**config.mk**
```make
export PLATFORM = sky130hd
export DESIGN_NAME = http_response_header_tagger
export DESIGN_NICKNAME = d
export VERILOG_FILES = /design/src/rtl/core/hrt_pkg.sv /design/src/rtl/core/hrt_front.sv /design/src/rtl/core/hrt_queue.sv /design/src/rtl/core/hrt_back.sv /design/src/rtl/core/http_response_header_tagger.sv
export SDC_FILE = /design/constraint.sdc
export NUM_CORES = 1
export LEC_CHECK = 0
export BUFFER_PORTS_ARGS = -buffer_cell sky130_fd_sc_hd__buf_4
export CAP_MARGIN = 20
export CORE_AREA = 3 3 142 144
export DETAILED_ROUTE_END_ITERATION = 8
export DIE_AREA = 0 0 145 147
export GPL_TIMING_DRIVEN = 0
export PLACE_DENSITY = 0.84
export SETUP_SLACK_MARGIN = 0.2
export SLEW_MARGIN = 20
export SYNTH_ARGS = -nofsm -noshare
export SYNTH_HDL_FRONTEND = slang
export SYNTH_SLANG_ARGS = --single-unit
```
**constraint.sdc**
```tcl
create_clock -name clk -period 5.8 [get_ports clk]
set_input_delay 0 -clock clk [delete_from_list [all_inputs] [get_ports clk]]
set_output_delay 0 -clock clk [all_outputs]
set_load 0.1 [all_outputs]
```
**src/rtl/core/hrt_pkg.sv**
```systemverilog
package hrt_pkg;

  localparam logic [7:0] CH_CR    = 8'h0d;
  localparam logic [7:0] CH_LF    = 8'h0a;
  localparam logic [7:0] CH_NUL   = 8'h00;
  localparam logic [7:0] CH_COLON = 8'h3a;
  localparam logic [7:0] CH_SLASH = 8'h2f;
  localparam logic [7:0] CH_SPACE = 8'h20;

  localparam logic [2:0] CRLF_MAX = 3'd4;

  localparam logic [2:0] KIND_PROTO   = 3'd0;
  localparam logic [2:0] KIND_VERSION = 3'd1;
  localparam logic [2:0] KIND_STATUS  = 3'd2;
  localparam logic [2:0] KIND_REASON  = 3'd3;
  localparam logic [2:0] KIND_KEY     = 3'd4;
  localparam logic [2:0] KIND_VALUE   = 3'd5;
  localparam logic [2:0] KIND_DELIM   = 3'd6;
  localparam logic [2:0] KIND_PAST    = 3'd7;

  localparam logic [2:0] CL_NONE    = 3'd0;
  localparam logic [2:0] CL_PROTO   = 3'd1;
  localparam logic [2:0] CL_VERSION = 3'd2;
  localparam logic [2:0] CL_STATUS  = 3'd3;
  localparam logic [2:0] CL_KEY     = 3'd4;
  localparam logic [2:0] CL_VALUE   = 3'd5;

  localparam logic [1:0] OC_RUN   = 2'd0;
  localparam logic [1:0] OC_DONE  = 2'd1;
  localparam logic [1:0] OC_NOEND = 2'd2;
  localparam logic [1:0] OC_EMPTY = 2'd3;

  localparam logic REG_HEADER_LENGTH = 1'b0;

  typedef enum logic [6:0] {
    PH_PROTO   = 7'b0000001,
    PH_VERSION = 7'b0000010,
    PH_STATUS  = 7'b0000100,
    PH_REASON  = 7'b0001000,
    PH_KEY     = 7'b0010000,
    PH_VLEAD   = 7'b0100000,
    PH_VALUE   = 7'b1000000
  } phase_t;

  typedef struct packed {
    logic [7:0] data;
    logic [2:0] kind;
    logic [2:0] closes;
    logic       line_done;
    logic [1:0] outcome;
    logic       last;
  } res_t;

  typedef struct packed {
    res_t r0;
    res_t r1;
    logic two;
  } entry_t;

  typedef struct packed {
    logic full;
    logic empty;
  } q_stat_t;

  typedef struct packed {
    logic [2:0] kind;
    logic [2:0] closes;
    phase_t     phase;
  } tag_t;

  function automatic tag_t content_tag(phase_t ph, logic [7:0] b);
    tag_t t;
    t.closes = CL_NONE;
    t.phase  = ph;
    unique case (ph)
      PH_PROTO: begin
        if (b == CH_SLASH) begin
          t.kind = KIND_DELIM; t.closes = CL_PROTO; t.phase = PH_VERSION;
        end else begin
          t.kind = KIND_PROTO;
        end
      end
      PH_VERSION: begin
        if (b == CH_SPACE) begin
          t.kind = KIND_DELIM; t.closes = CL_VERSION; t.phase = PH_STATUS;
        end else begin
          t.kind = KIND_VERSION;
        end
      end
      PH_STATUS: begin
        if (b == CH_SPACE) begin
          t.kind = KIND_DELIM; t.closes = CL_STATUS; t.phase = PH_REASON;
        end else begin
          t.kind = KIND_STATUS;
        end
      end
      PH_REASON: t.kind = KIND_REASON;
      PH_KEY: begin
        if (b == CH_COLON) begin
          t.kind = KIND_DELIM; t.closes = CL_KEY; t.phase = PH_VLEAD;
        end else begin
          t.kind = KIND_KEY;
        end
      end
      PH_VLEAD: begin
        t.kind  = (b == CH_SPACE) ? KIND_DELIM : KIND_VALUE;
        t.phase = PH_VALUE;
      end
      default: begin
        t.kind  = KIND_VALUE;
        t.phase = PH_VALUE;
      end
    endcase
    return t;
  endfunction

  function automatic logic [2:0] close_code(phase_t ph);
    logic [2:0] c;
    unique case (ph)
      PH_PROTO:   c = CL_PROTO;
      PH_VERSION: c = CL_VERSION;
      PH_STATUS:  c = CL_STATUS;
      PH_REASON:  c = CL_NONE;
      PH_KEY:     c = CL_KEY;
      default:    c = CL_VALUE;
    endcase
    return c;
  endfunction

  function automatic res_t make_res(logic [7:0] b, logic [2:0] kind, logic [2:0] closes,
                                    logic done);
    res_t r;
    r.data      = b;
    r.kind      = kind;
    r.closes    = closes;
    r.line_done = done;
    r.outcome   = OC_RUN;
    r.last      = 1'b0;
    return r;
  endfunction

endpackage

```
**src/rtl/core/hrt_front.sv**
```systemverilog
module hrt_front
  import hrt_pkg::*;
(
  input  logic        clk,
  input  logic        rst_n,
  input  logic [15:0] header_length,
  input  logic        in_valid,
  input  logic        in_start_of_message,
  input  logic [7:0]  in_data_byte,
  input  q_stat_t     q_stat,
  output logic        push,
  output entry_t      push_entry
);

  phase_t      phase_r, phase_nxt, ph_e;
  logic        held_r, held_nxt, held_e;
  logic        le_r, le_nxt, le_e;
  logic [2:0]  run_r, run_nxt, run_e, run_inc;
  logic [15:0] cnt_r, cnt_nxt, cnt_e, cnt_inc;
  logic        fin_r, fin_nxt, fin_e;
  logic        accept, scan, ending;
  logic [1:0]  n;
  logic [1:0]  oc;
  logic [7:0]  b;
  tag_t        t_cr, t_b, t_bc;
  res_t        r0, r1;

  assign accept = in_valid && !q_stat.full;
  assign b      = in_data_byte;
  assign scan   = (header_length == 16'd0);

  always_comb begin
    ph_e   = in_start_of_message ? PH_PROTO : phase_r;
    held_e = in_start_of_message ? 1'b0 : held_r;
    le_e   = in_start_of_message ? 1'b1 : le_r;
    run_e  = in_start_of_message ? 3'd0 : run_r;
    cnt_e  = in_start_of_message ? 16'd0 : cnt_r;
    fin_e  = in_start_of_message ? 1'b0 : fin_r;

    phase_nxt = ph_e;
    held_nxt  = held_e;
    le_nxt    = le_e;
    run_nxt   = run_e;
    cnt_nxt   = cnt_e;
    fin_nxt   = fin_e;
    r0 = '0;
    r1 = '0;
    n  = 2'd0;
    oc = OC_RUN;

    t_cr = content_tag(ph_e, CH_CR);
    t_b  = content_tag(ph_e, b);
    t_bc = content_tag(t_cr.phase, b);

    if (b == CH_CR || b == CH_LF) begin
      run_inc = (run_e == CRLF_MAX) ? run_e : run_e + 3'd1;
    end else begin
      run_inc = 3'd0;
    end
    cnt_inc = (cnt_e == 16'hffff) ? cnt_e : cnt_e + 16'd1;
    ending  = scan ? (run_inc >= CRLF_MAX) : (cnt_inc >= header_length);

    if (fin_e) begin
      r0 = make_res(b, KIND_PAST, CL_NONE, 1'b0);
      n  = 2'd1;
    end else if (scan && b == CH_NUL) begin
      fin_nxt = 1'b1;
      oc = (cnt_e == 16'd0) ? OC_EMPTY : OC_NOEND;
      if (held_e) begin
        r0 = make_res(CH_CR, t_cr.kind, t_cr.closes, 1'b0);
        r1 = make_res(b, KIND_PAST, CL_NONE, 1'b0);
        phase_nxt = t_cr.phase;
        le_nxt    = 1'b0;
        held_nxt  = 1'b0;
        n = 2'd2;
      end else begin
        r0 = make_res(b, KIND_PAST, CL_NONE, 1'b0);
        n  = 2'd1;
      end
    end else begin
      run_nxt = run_inc;
      cnt_nxt = cnt_inc;
      if (held_e && b == CH_LF) begin
        held_nxt = 1'b0;
        r0 = make_res(CH_CR, KIND_DELIM, CL_NONE, 1'b0);
        n  = 2'd2;
        if (le_e) begin
          r1 = make_res(b, KIND_DELIM, CL_NONE, 1'b0);
          oc = OC_DONE;
          fin_nxt = 1'b1;
        end else begin
          r1 = make_res(b, KIND_DELIM, close_code(ph_e), 1'b1);
          phase_nxt = PH_KEY;
          le_nxt    = 1'b1;
        end
      end else if (held_e) begin
        r0 = make_res(CH_CR, t_cr.kind, t_cr.closes, 1'b0);
        le_nxt    = 1'b0;
        phase_nxt = t_cr.phase;
        if (b == CH_CR && !ending) begin
          held_nxt = 1'b1;
          n = 2'd1;
        end else begin
          r1 = make_res(b, t_bc.kind, t_bc.closes, 1'b0);
          phase_nxt = t_bc.phase;
          held_nxt  = 1'b0;
          n = 2'd2;
        end
      end else if (b == CH_CR && !ending) begin
        held_nxt = 1'b1;
      end else begin
        r0 = make_res(b, t_b.kind, t_b.closes, 1'b0);
        phase_nxt = t_b.phase;
        le_nxt    = 1'b0;
        n = 2'd1;
      end
      if (ending && !fin_nxt) begin
        oc = OC_NOEND;
        fin_nxt = 1'b1;
      end
    end

    if (n == 2'd2) begin
      r1.outcome = oc;
      r1.last    = 1'b1;
    end else if (n == 2'd1) begin
      r0.outcome = oc;
      r0.last    = 1'b1;
    end
  end

  assign push           = accept && (n != 2'd0);
  assign push_entry.r0  = r0;
  assign push_entry.r1  = r1;
  assign push_entry.two = (n == 2'd2);

  always_ff @(posedge clk) begin
    if (!rst_n) begin
      phase_r <= PH_PROTO;
      held_r  <= 1'b0;
      le_r    <= 1'b1;
      run_r   <= 3'd0;
      cnt_r   <= 16'd0;
      fin_r   <= 1'b0;
    end else if (accept) begin
      phase_r <= phase_nxt;
      held_r  <= held_nxt;
      le_r    <= le_nxt;
      run_r   <= run_nxt;
      cnt_r   <= cnt_nxt;
      fin_r   <= fin_nxt;
    end
  end

endmodule

```
**src/rtl/core/hrt_queue.sv**
```systemverilog
module hrt_queue
  import hrt_pkg::*;
#(
  parameter int Depth = 4
)(
  input  logic    clk,
  input  logic    rst_n,
  input  logic    push,
  input  entry_t  push_entry,
  input  logic    pop,
  output entry_t  pop_entry,
  output q_stat_t stat
);

  localparam int PtrW = (Depth > 1) ? $clog2(Depth) : 1;
  localparam int CntW = $clog2(Depth + 1);

  entry_t            mem [Depth];
  logic [PtrW-1:0]   wr_ptr_r, rd_ptr_r;
  logic [CntW-1:0]   count_r, count_nxt;

  function automatic logic [PtrW-1:0] wrap_inc(logic [PtrW-1:0] p);
    return (p == PtrW'(Depth - 1)) ? '0 : p + 1'b1;
  endfunction

  assign stat.full  = (count_r == CntW'(Depth));
  assign stat.empty = (count_r == '0);
  assign pop_entry  = mem[rd_ptr_r];

  always_comb begin
    count_nxt = count_r;
    if (push && !pop) count_nxt = count_r + 1'b1;
    else if (pop && !push) count_nxt = count_r - 1'b1;
  end

  always_ff @(posedge clk) begin
    if (push) mem[wr_ptr_r] <= push_entry;
  end

  always_ff @(posedge clk) begin
    if (!rst_n) begin
      wr_ptr_r <= '0;
      rd_ptr_r <= '0;
      count_r  <= '0;
    end else begin
      if (push) wr_ptr_r <= wrap_inc(wr_ptr_r);
      if (pop)  rd_ptr_r <= wrap_inc(rd_ptr_r);
      count_r <= count_nxt;
    end
  end

  a_no_overflow: assert property (@(posedge clk) disable iff (!rst_n)
    push |-> !stat.full)
    else $error("queue push while full");

  a_no_underflow: assert property (@(posedge clk) disable iff (!rst_n)
    pop |-> !stat.empty)
    else $error("queue pop while empty");

  a_count_up: assert property (@(posedge clk) disable iff (!rst_n)
    (push && !pop) |=> (count_r == $past(count_r) + 1'b1))
    else $error("queue count did not advance on push");

endmodule

```
**src/rtl/core/hrt_back.sv**
```systemverilog
module hrt_back
  import hrt_pkg::*;
(
  input  logic    clk,
  input  logic    rst_n,
  input  q_stat_t q_stat,
  input  entry_t  pop_entry,
  output logic    pop,
  output logic    out_valid,
  input  logic    out_stall,
  output res_t    out_res
);

  entry_t cur_r;
  logic   valid_r, idx_r;
  logic   fire, done;

  assign fire      = valid_r && !out_stall;
  assign done      = fire && (idx_r || !cur_r.two);
  assign pop       = (!valid_r || done) && !q_stat.empty;
  assign out_valid = valid_r;
  assign out_res   = idx_r ? cur_r.r1 : cur_r.r0;

  always_ff @(posedge clk) begin
    if (pop) cur_r <= pop_entry;
  end

  always_ff @(posedge clk) begin
    if (!rst_n) begin
      valid_r <= 1'b0;
      idx_r   <= 1'b0;
    end else if (pop) begin
      valid_r <= 1'b1;
      idx_r   <= 1'b0;
    end else if (done) begin
      valid_r <= 1'b0;
      idx_r   <= 1'b0;
    end else if (fire) begin
      idx_r   <= 1'b1;
    end
  end

endmodule

```
**src/rtl/core/http_response_header_tagger.sv**
```systemverilog
// HTTP response header tagger.
// Input channel (in_valid / in_stall): one header byte per item, with
// in_start_of_message high on the first byte of a new header.
// Output channel (out_valid / out_stall): zero, one or two tagged result
// items per input byte, in order; out_last_result marks the final result of
// each byte and out_outcome reports completion on it.
// Config: APB write of header_length at address 0 (0 selects scan mode);
// pready is tied high. Write only while no item is in flight.
// Throughput: one byte accepted per cycle unless the result queue is full.
// The output drains one result per cycle while out_stall is low, so a byte
// with two results occupies the output for both; the result queue absorbs
// short bursts of these, a steady run of them slows the input.
// Results pass through the result queue into the output register (out_valid).
// in_stall rises when the result queue (QUEUE_DEPTH entries) is full.
// A stalled output holds its result; the front keeps accepting until the
// queue fills.
// Reset (synchronous, rst_n low): parse state cleared, queue emptied,
// header_length set to 0.
module http_response_header_tagger
  import hrt_pkg::*;
#(
  parameter int QUEUE_DEPTH = 4
)(
  input  logic        clk,
  input  logic        rst_n,
  input  logic        psel,
  input  logic        penable,
  input  logic        pwrite,
  input  logic [2:0]  paddr,
  input  logic [31:0] pwdata,
  output logic [31:0] prdata,
  output logic        pready,
  input  logic        in_valid,
  output logic        in_stall,
  input  logic        in_start_of_message,
  input  logic [7:0]  in_data_byte,
  output logic        out_valid,
  input  logic        out_stall,
  output logic [7:0]  out_out_byte,
  output logic [2:0]  out_field_kind,
  output logic [2:0]  out_closes_field,
  output logic        out_line_done,
  output logic [1:0]  out_outcome,
  output logic        out_last_result
);

  logic [15:0] header_length_r;
  q_stat_t     q_stat;
  logic        push, pop;
  entry_t      push_entry, pop_entry;
  res_t        out_res;

  assign pready = 1'b1;
  assign prdata = (paddr[2] == REG_HEADER_LENGTH) ? {16'd0, header_length_r} : 32'd0;

  always_ff @(posedge clk) begin
    if (!rst_n) begin
      header_length_r <= 16'd0;
    end else if (psel && penable && pwrite && pready && paddr[2] == REG_HEADER_LENGTH) begin
      header_length_r <= pwdata[15:0];
    end
  end

  assign in_stall = q_stat.full;

  hrt_front u_front (
    .clk                 (clk),
    .rst_n               (rst_n),
    .header_length       (header_length_r),
    .in_valid            (in_valid),
    .in_start_of_message (in_start_of_message),
    .in_data_byte        (in_data_byte),
    .q_stat              (q_stat),
    .push                (push),
    .push_entry          (push_entry)
  );

  hrt_queue #(.Depth(QUEUE_DEPTH)) u_queue (
    .clk        (clk),
    .rst_n      (rst_n),
    .push       (push),
    .push_entry (push_entry),
    .pop        (pop),
    .pop_entry  (pop_entry),
    .stat       (q_stat)
  );

  hrt_back u_back (
    .clk       (clk),
    .rst_n     (rst_n),
    .q_stat    (q_stat),
    .pop_entry (pop_entry),
    .pop       (pop),
    .out_valid (out_valid),
    .out_stall (out_stall),
    .out_res   (out_res)
  );

  assign out_out_byte     = out_res.data;
  assign out_field_kind   = out_res.kind;
  assign out_closes_field = out_res.closes;
  assign out_line_done    = out_res.line_done;
  assign out_outcome      = out_res.outcome;
  assign out_last_result  = out_res.last;

endmodule

```
==> results of run 1 <==
-- cells by family after synthesis --
kind of cell | after synthesis | share of synthesized area, %
and+or+nand+nor | 324 | 15.6
DFF | 229 | 56.2
AOI/OAI and AO/OA | 173 | 9.94
buffers and inverters | 107 | 4.43
muxes | 59 | 9.33
adders and majority gates | 28 | 3.17
xor gates and xnor gates | 17 | 1.32
other | 2 | 0.0666
-- per-stage QoR --
| step | TNS, ps | total power [uW] | worst slack, ps | utilization (%) |
|---|---|---|---|---|
| 2_1_floorplan | 0 | 3580 | 688 | - |
| 3_3_place_gp | -126580 | 3940 | -910 | 64.6 |
| 3_5_place_dp | -27610 | 4010 | -516 | 65.2 |
| 4_1_cts | 0 | 5550 | 250 | 70.8 |
| 5_1_grt | 0 | 5790 | 178 | 71.2 |
| 6_report | 0 | 5600 | 422 | 71.2 |
-- final cells by class --
type	instances	area, um2	area share [%]
timing repair buffer	99	888	6.63
inverter	35	131	0.980
buffer	72	370	2.76
multi-input combinational	618	4570	34.1
clock inverter	17	198	1.47
tap	260	325	2.43
clock buffer	25	583	4.35
sequential	229	6340	47.3
-- synthesized netlist by cell type (5+ instances only) --
| cell | n |
|---|---|
| edfxtp_1 | 175 |
| nand2_1 | 87 |
| a21oi_1 | 59 |
| nor2_1 | 57 |
| dfxtp_1 | 54 |
| mux4_2 | 35 |
| inv_1 | 34 |
| clkbuf_1 | 31 |
| o21ai_0 | 31 |
| ha_1 | 27 |
| nor3_1 | 24 |
| nand3_1 | 23 |
| nand4_1 | 22 |
| buf_4 | 20 |
| and2_1 | 19 |
| mux2_2 | 19 |
| nor4_1 | 15 |
| xnor2_1 | 11 |
| and3_1 | 10 |
| buf_2 | 10 |
| nand2b_1 | 9 |
| nor2b_1 | 9 |
| a211oi_1 | 8 |
| buf_1 | 8 |
| a31oi_1 | 7 |
| o21a_1 | 7 |
| or3_1 | 7 |
| a31o_2 | 6 |
| or4_1 | 6 |
| xor2_1 | 6 |
| a211o_1 | 5 |
| mux2i_1 | 5 |
| o211ai_1 | 5 |
| or2_2 | 5 |
-- layer usage --
| layer | up-vias | GRT usage, % | wire, um | share of wire [%] |
|---|---|---|---|---|
| met5 | - | 0 | 0 | 0 |
| li1 | 3796 | - | - | - |
| met4 | 0 | 10.2 | 1060 | 3.5 |
| met2 | 566 | 48.8 | 15000 | 50 |
| met1 | 4139 | 35.4 | 11200 | 37 |
| met3 | 104 | 4.69 | 2970 | 9.8 |
-- timing repair --
action	4_1_cts	5_1_grt
setup buffers	0	1
endpoints found under the hold margin	83	0
setup endpoints to repair	52	72
hold buffers	26	0
pin swaps	0	3
gates resized for setup	4	13
-- critical path, cell delays in order, from the launching register on --
cell      delay (ps)
dfxtp_1          300
clkbuf_2         190
nand4_1          180
or4b_4           630
or2_1            230
buf_2            180
nand4_1          130
xor2_1           230
nor2_1            70
ha_1             300
nand4_1          150
nor2_1            90
o31ai_4          300
a31o_2           270
nand2_1           80
ha_1             340
o41a_1           170
buf_4            150
ha_1             190
inv_1             70
fa_1             430
xor2_1           180
or3_1            320
a21oi_1          160
-- flip-flops by register name, indices dropped and copies added, names as in the netlist --
signal            flops
u_queue.count_r       3
u_front.le_r          1
u_front.cnt_r        16
u_front.fin_r         1
u_queue.mem         140
u_front.phase_r       7
u_front.held_r        1
header_length_r      16
u_queue.wr_ptr_r      2
u_back.idx_r          1
u_back.cur_r         35
u_back.out_valid      1
u_front.run_r         3
u_queue.rd_ptr_r      2
-- cell usage in the layout (no fill, tap or decap), types with 6 or more instances in the layout --
cell type	netlist	routed
edfxtp_1	175	175
buf_4	20	88
nand2_1	87	87
a21oi_1	59	58
nor2_1	57	57
dfxtp_1	54	53
mux4_2	35	35
inv_1	34	33
o21ai_0	31	31
clkbuf_1	31	31
ha_1	27	26
dlygate4sd3_1	0	26
nor3_1	24	24
clkbuf_16	0	23
nand3_1	23	22
nand4_1	22	22
mux2_2	19	19
conb_1	2	17
nor4_1	15	15
and2_1	19	15
xnor2_1	11	11
buf_2	10	10
and3_1	10	10
nand2b_1	9	9
buf_1	8	8
nor2b_1	9	7
or3_1	7	7
a211oi_1	8	7
o21a_1	7	7
a31oi_1	7	7
clkinv_1	1	7
or4_1	6	6
xor2_1	6	6
a31o_2	6	6
-- worst max-delay path by stage --
stage	cells past startpoint	to	start	slack (ps)
5_1_grt	26	u_queue.count_r[2]	in_start_of_message	180
2_1_floorplan	27	u_queue.count_r[2]	in_start_of_message	690
3_5_place_dp	26	u_queue.count_r[2]	in_start_of_message	-520
4_1_cts	24	u_queue.count_r[2]	u_front.cnt_r[0]	250
3_3_place_gp	21	u_queue.mem[3][21]	in_start_of_message	-910
6_report	23	u_queue.count_r[2]	u_front.cnt_r[2]	420
-- power by group --
group | total [uW] | switching [uW] | internal (uW)
sequential | 2220 | 107 | 2120
combinational | 1840 | 1260 | 580
clock | 1540 | 628 | 910
==> flow_summary.ini, run 1 <==
[worst_setup_path]
crit_fanout = 10
timing.rr.end = u_queue.count_r[2]
path_class = reg2reg
cp-start-kind = flop
rrSetupSlack_ps = 420
cp-end-kind = flop
reg2reg_depth = 23
cp.required_ps = 6240
crit_arrival_ps = 5820
r2r-start = u_front.cnt_r[2]

[timing]
period_share_pct = 92.7
whs_ps = 100
grt_setup_unrepaired = no
maxSlewHeadroom_pct = 32.7
worst_slew_pin_slew_ps = 1010
hold_violations = 0
max_freq_mhz = 186
drv_slew = 0
setup_viol = 0
layout_min_cycle_time_ps = 5380
finalClockSkew_ps = 25.3

[logic_synthesis]
synth_top_area_cell = edfxtp_1
seq_area_frac_synth_pct = 56.2
synth.top_cell.area_share_pct = 46.6
synthFlopType = edfxtp_1
synthCells = 939
async_reset_ff_share_pct = 0
synth_seq_cells = 229
ys_warn_count = 0
netlist_area_um2 = 11300
syn_area_per_cell_um2 = 12.0
ys_types = 88
synthTopCellsByArea = edfxtp_1 (47%), dfxtp_1 (9.6%), mux4_2 (7.0%)
synth_edf_count = 175

[finish]
layout.nets = 1157
fin_cells = 1355
drive_above_1_share_pct = 22.2
stdcell_area_um2 = 13400
areaGrowthSynthToFinish_pct = 18.8
antenna_cells = 0
nFillCells = 1247

[power]
leakage_uw = 0.00475
power.density_nw_per_um2 = 418
max-vdd-ir-drop_mv = 0.268

[grt]
grt_pass1_vias = 8550
grt_max_degree = 37
grt_pass1_wl_um = 47300
grt.overflow.total = 0
antenna_found_initial = 0
track_usage_pct = 27.9

[clocking]
clk_latency_ps = 520
cts_tree = done
numCtsBuffers = 23
cts_max_level = 1
cts.path.max_buffers = 3
cts_root_buffer = clkbuf_16
cts_sinks = 229
path_clk_slew_ps = 60

[die]
die_area_um2 = 21300
core_area_um2 = 18800
ios = 104
die-height_um = 147
chipWidth_um = 145
initial_core_util_pct = 59.9
rows = 50

[drt]
wirelength_um = 30200
drt-pass1-iter-count = 8
vias_per_cell = 6.35
wl_per_cell_um = 22.3
drcViolationCount = 0
vias = 8605
ant_nets = 0
drt_iter0_drc = 1029

[min_path]
holdPathEnd = header_length_r[0]
whs_path_depth = 4
min_path_type = in2reg
min_from = pwrite

[placement]
place_area_um2 = 12300
gp_congestion = 0.985
dp_cells = 1285
io_buffers = 67
hpwl_um = 20200

[outcome]
run_status = completed

[flow_run]
cap_violations = 0
Power figures use the tool's default switching activity.
==> inputs of run 2 (changes only) <==
Settings changed: HOLD_SLACK_MARGIN set to 0.12.
==> flow_summary.ini, run 2 (synthesis results as in run 1) <==
[timing]
finalClockSkew_ps = 23.7
setup_slack_ps = 432
grt_setup_unrepaired = no
period_share_pct = 92.6
fin_tns_setup_ps = 0
whs_ps = 132
max_freq_mhz = 186
setup_viol = 0
layout_min_cycle_time_ps = 5370
drv_slew = 0
hold_violations = 0
maxSlewHeadroom_pct = 32.8
worst_slew_pin_slew_ps = 1010

[grt]
gr-usage-met1_pct = 35.4
grt.overflow.total = 0
met2_usage_pct = 49.2
antenna_found_initial = 0
grt_pass1_wl_um = 47600
grt_pass1_vias = 8618
track_usage_pct = 28.1
gr-usage-met3_pct = 4.78
grt_max_degree = 37
busiest_layer = met2

[worst_setup_path]
cpPeakStageDelay_ps = 620
path_cells = clkbuf_2, nand4_1, or4b_4, or2_1, buf_2, nand4_1, xor2_1, nor2_1, ha_1, nand4_1, nor2_1, o31ai_4, a31o_2, nand2_1, ha_1, o41a_1, buf_4, ha_1, inv_1, fa_1, xor2_1, or3_1, a21oi_1
crit_fanout = 10
crit_arrival_ps = 5800
path_class = reg2reg
cp-start-kind = flop
cpMaxStageDelayCell = or4b_4
cp.required_ps = 6240
cp-end-kind = flop

[drt]
vias_per_cell = 6.36
wirelength_um = 30300
drt_iter0_drc = 978
wl_per_cell_um = 22.3
vias = 8657
drt-pass1-iter-count = 7
drcViolationCount = 0
ant_nets = 0

[finish]
areaGrowthSynthToFinish_pct = 19.3
top_register = u_queue.mem
largest_reg_flops = 140
drive_above_1_share_pct = 22.1
multi_input_area_um2 = 4550
ff_latch_area_um2 = 6340
reg.largest.list = u_queue.mem (140), u_back.cur_r (35)
layout_commonest_cell = edfxtp_1
final_core_util_pct = 71.4
antenna_cells = 0
layout.nets = 1164
nFillCells = 1242
final_cell_mix = edfxtp_1 (175), buf_4 (90), nand2_1 (87)

[die]
chipWidth_um = 145
ios = 104
die_area_um2 = 21300
core_area_um2 = 18800
die-height_um = 147
initial_core_util_pct = 59.9
rows = 50

[clocking]
cts_root_buffer = clkbuf_16
cts_max_level = 1
path_clk_slew_ps = 60
cts.path.max_buffers = 3
clk_latency_ps = 510
cts_tree = done
cts_sinks = 229
numCtsBuffers = 23

[placement]
hpwl_um = 20200
gp_congestion = 0.985
io_buffers = 67
dp_slack_ps = -516

[flow_run]
cap_violations = 0

[power]
leakage_uw = 0.00479
power.density_nw_per_um2 = 417
max-vdd-ir-drop_mv = 0.268
power_uw = 5610

[outcome]
run_status = completed

[min_path]
min_path_type = in2reg
## run 2: changes by cell type in the layout (fill, tap and decap cells not counted), sizes merged
| cell | change |
|---|---|
| dlygate4sd3 | +5 |
| buf | +4 |
| clkbuf | -2 |
## run 2: path summary, 6_finish.rpt
check,start,end,slack [ps],depth (start not counted)
max,u_front.cnt_r[2],u_queue.count_r[2],430,23
min,penable,header_length_r[3],130,4
max reg2reg,u_front.cnt_r[2],u_queue.count_r[2],430,23
min reg2reg,u_front.run_r[1],u_front.run_r[1],460,2
## run 2: final cells by class
| cell class | instances | area share, % |
|---|---|---|
| flip-flops and latches | 229 | 47.1 |
| multi-input cells | 618 | 33.9 |
| repair buffers | 106 | 7.09 |
| clock buffers | 25 | 4.33 |
| plain buffers | 72 | 2.75 |
| well taps | 260 | 2.42 |
| clock inverters | 17 | 1.47 |
| inverters | 35 | 0.977 |
## run 2: worst max-delay path: cells and delay by family (launching register included)
kind | cells | cell delay [ps]
xor+xnor | 2 | 410
compound gates | 4 | 880
flops | 1 | 300
simple gates | 9 | 1840
buf+inv | 4 | 600
fa+ha+maj | 4 | 1260
## run 2: per-stage QoR
stage | std cells | area (um2)
6_report | 1362 | 13500
5_1_grt | 1362 | 13500
4_1_cts | 1358 | 13400
3_5_place_dp | 1285 | 12300
3_3_place_gp | 1281 | 12200
2_1_floorplan | 954 | 11300
## run 2: metal layers
layer	vias to the layer above	share of wire [%]	wire [um]
met3	92	9.4	2840
li1	3812	-	-
met4	0	3.2	977
met1	4187	37	11400
met2	566	50	15100
met5	-	0	0
## run 2: power breakdown
part	internal [uW]	switching (uW)
Combinational	584	1260
Sequential	2120	108
Clock	910	628
## run 2: repair_timing
action                                 in CTS  in global routing
pin swaps                                   0                  3
buffers inserted                            0                  3
hold buffers                               31                  0
resized for setup                           4                 12
setup endpoints to repair                  52                 72
endpoints found under the hold margin      91                  0
==> inputs of run 3 (changes only) <==
Settings changed: CELL_PAD_IN_SITES_DETAIL_PLACEMENT set to 1, CELL_PAD_IN_SITES_GLOBAL_PLACEMENT set to 1, CORE_AREA 3 3 142 144 to 3 3 130 194, DIE_AREA 0 0 145 147 to 0 0 133 197, PLACE_DENSITY 0.84 to 0.83.
==> flow_summary.ini, run 3 (synthesis results as in run 1) <==
[timing]
drv_slew = 0
fin_tns_setup_ps = 0
hold_violations = 0
max_freq_mhz = 188
setup_slack_ps = 483
maxSlewHeadroom_pct = 28.4
period_share_pct = 91.7
setup_viol = 0
layout_min_cycle_time_ps = 5320
grt_setup_unrepaired = no
finalClockSkew_ps = 20.4
worst_slew_pin_slew_ps = 1060

[min_path]
whs_path_depth = 4
min_path_type = in2reg

[worst_setup_path]
cpMaxStageDelayCell = or4b_4
reg2reg_depth = 22
cpPeakStageDelay_ps = 620
cp.required_ps = 6250
crit_arrival_ps = 5770
path_cells = clkbuf_4, nand4_1, or4b_4, nor3_4, nand3_1, xor2_1, nor2_1, ha_1, o21ai_0, o21bai_1, a211oi_2, a31o_4, nand2_2, ha_4, o41a_1, buf_4, ha_1, inv_1, fa_1, xor2_1, or3_1, a21oi_1
path_class = reg2reg
cp-start-kind = flop
crit_fanout = 9
cp-end-kind = flop

[die]
initial_core_util_pct = 47.5
chipWidth_um = 133
core_area_um2 = 23700
rows = 69
die_area_um2 = 26200
ios = 104
die-height_um = 197

[power]
p_int_uw = 3470
netSwitchingFraction_pct = 36.6
power.switching_uw = 2010
power.density_nw_per_um2 = 406
pwr-share-seq_pct = 40.5
max-vdd-ir-drop_mv = 0.258
leakage_uw = 0.00477
p_comb_share_pct = 33.7
clkPwrFrac_pct = 25.8

[finish]
layout_commonest_cell = edfxtp_1
fin_cells = 1422
top_register = u_queue.mem
areaGrowthSynthToFinish_pct = 19.6
largest_reg_flops = 140
final_cell_mix = edfxtp_1 (175), buf_4 (90), nand2_1 (86)
layout.nets = 1165
reg.largest.list = u_queue.mem (140), u_back.cur_r (35)
drive_above_1_share_pct = 22.1

[placement]
io_buffers = 67
hpwl_um = 25200
dp_cells = 1344
dp_slack_ps = -665
gp_congestion = 0.980

[clocking]
cts_max_level = 1
cts_sinks = 229
cts.path.max_buffers = 3
path_clk_slew_ps = 70
cts_tree = done
numCtsBuffers = 23
clk_latency_ps = 520
cts_root_buffer = clkbuf_16

[drt]
drt_iter0_drc = 495
drt-pass1-iter-count = 7
wl_per_cell_um = 24.8
vias_per_cell = 5.97
drcViolationCount = 0
vias = 8488
wirelength_um = 35200
ant_nets = 0

[grt]
grt_max_degree = 37
grt_pass1_vias = 9137
grt.overflow.total = 0
grt_pass1_wl_um = 53400
antenna_found_initial = 1
track_usage_pct = 26.6

[flow_run]
cap_violations = 0

[outcome]
run_status = completed
[run 3: changes by cell type in the layout (fill, tap and decap cells not counted), moves of 3 or more]
cell       delta
bufinv_16     -3
clkinv_1      -5
clkinv_2      +3
clkbuf_1      +6
[run 3: power groups by stage]
stage                     registers [uW]  clock network (uW)  logic, uW
after floorplan                     2220                   0       1360
after global placement              2220                   0       1740
after detailed placement            2250                   0       1820
after CTS                           2220                1430       1860
after global routing                2240                1500       1960
final                               2220                1410       1850
[run 3: what timing repair did]
item | CTS | global route
pin swaps | 1 | 6
setup buffers | 0 | 3
gates resized for setup | 7 | 15
setup endpoints to repair | 83 | 83
cloned | 0 | 0
hold buffers | 33 | 0
hold endpoints to repair | 87 | 0
[run 3: layout make-up]
class,count,area [um2]
sequential,229,6340
multi-input combinational,618,4600
buffer,72,374
fill,2456,10200
tap,319,399
antenna,1,2.50
timing repair buffer,107,958
clock inverter,10,87.6
clock buffer,31,606
inverter,35,131
[run 3: final timing paths]
check                                       from            endpoint  slack (ps)
worst min register to register  u_front.run_r[1]    u_front.run_r[1]         470
worst max register to register  u_front.cnt_r[2]  u_queue.count_r[2]         480
worst min-delay path                   pwdata[5]  header_length_r[5]         300
worst max-delay path            u_front.cnt_r[2]  u_queue.count_r[2]         480
[run 3: worst max-delay path, delay by kind of cell (launching register included)]
| kind | cells | cell delay (ps) |
|---|---|---|
| buf+inv | 3 | 390 |
| simple gates | 7 | 1740 |
| compound gates | 6 | 1080 |
| fa+ha+maj | 4 | 1260 |
| xor+xnor | 2 | 450 |
| flops | 1 | 310 |
[run 3: per-stage QoR]
step / hold WS, ps / utilization (%) / area [um2] / power, uW
6_report: 296 / 56.8 / 13500 / 5480
5_1_grt: 330 / 56.8 / 13500 / 5690
4_1_cts: 296 / 56.4 / 13400 / 5510
3_5_place_dp: 257 / 52.0 / 12300 / 4060
3_3_place_gp: 251 / 51.6 / 12200 / 3960
2_1_floorplan: 136 / - / 11300 / 3580
[run 3: routing by layer]
metal | wire length [um] | GRT usage [%]
met5 | 0 | 0
met4 | 2140 | 14.6
met1 | 12100 | 27.7
met2 | 19400 | 51.3
met3 | 1600 | 2.91
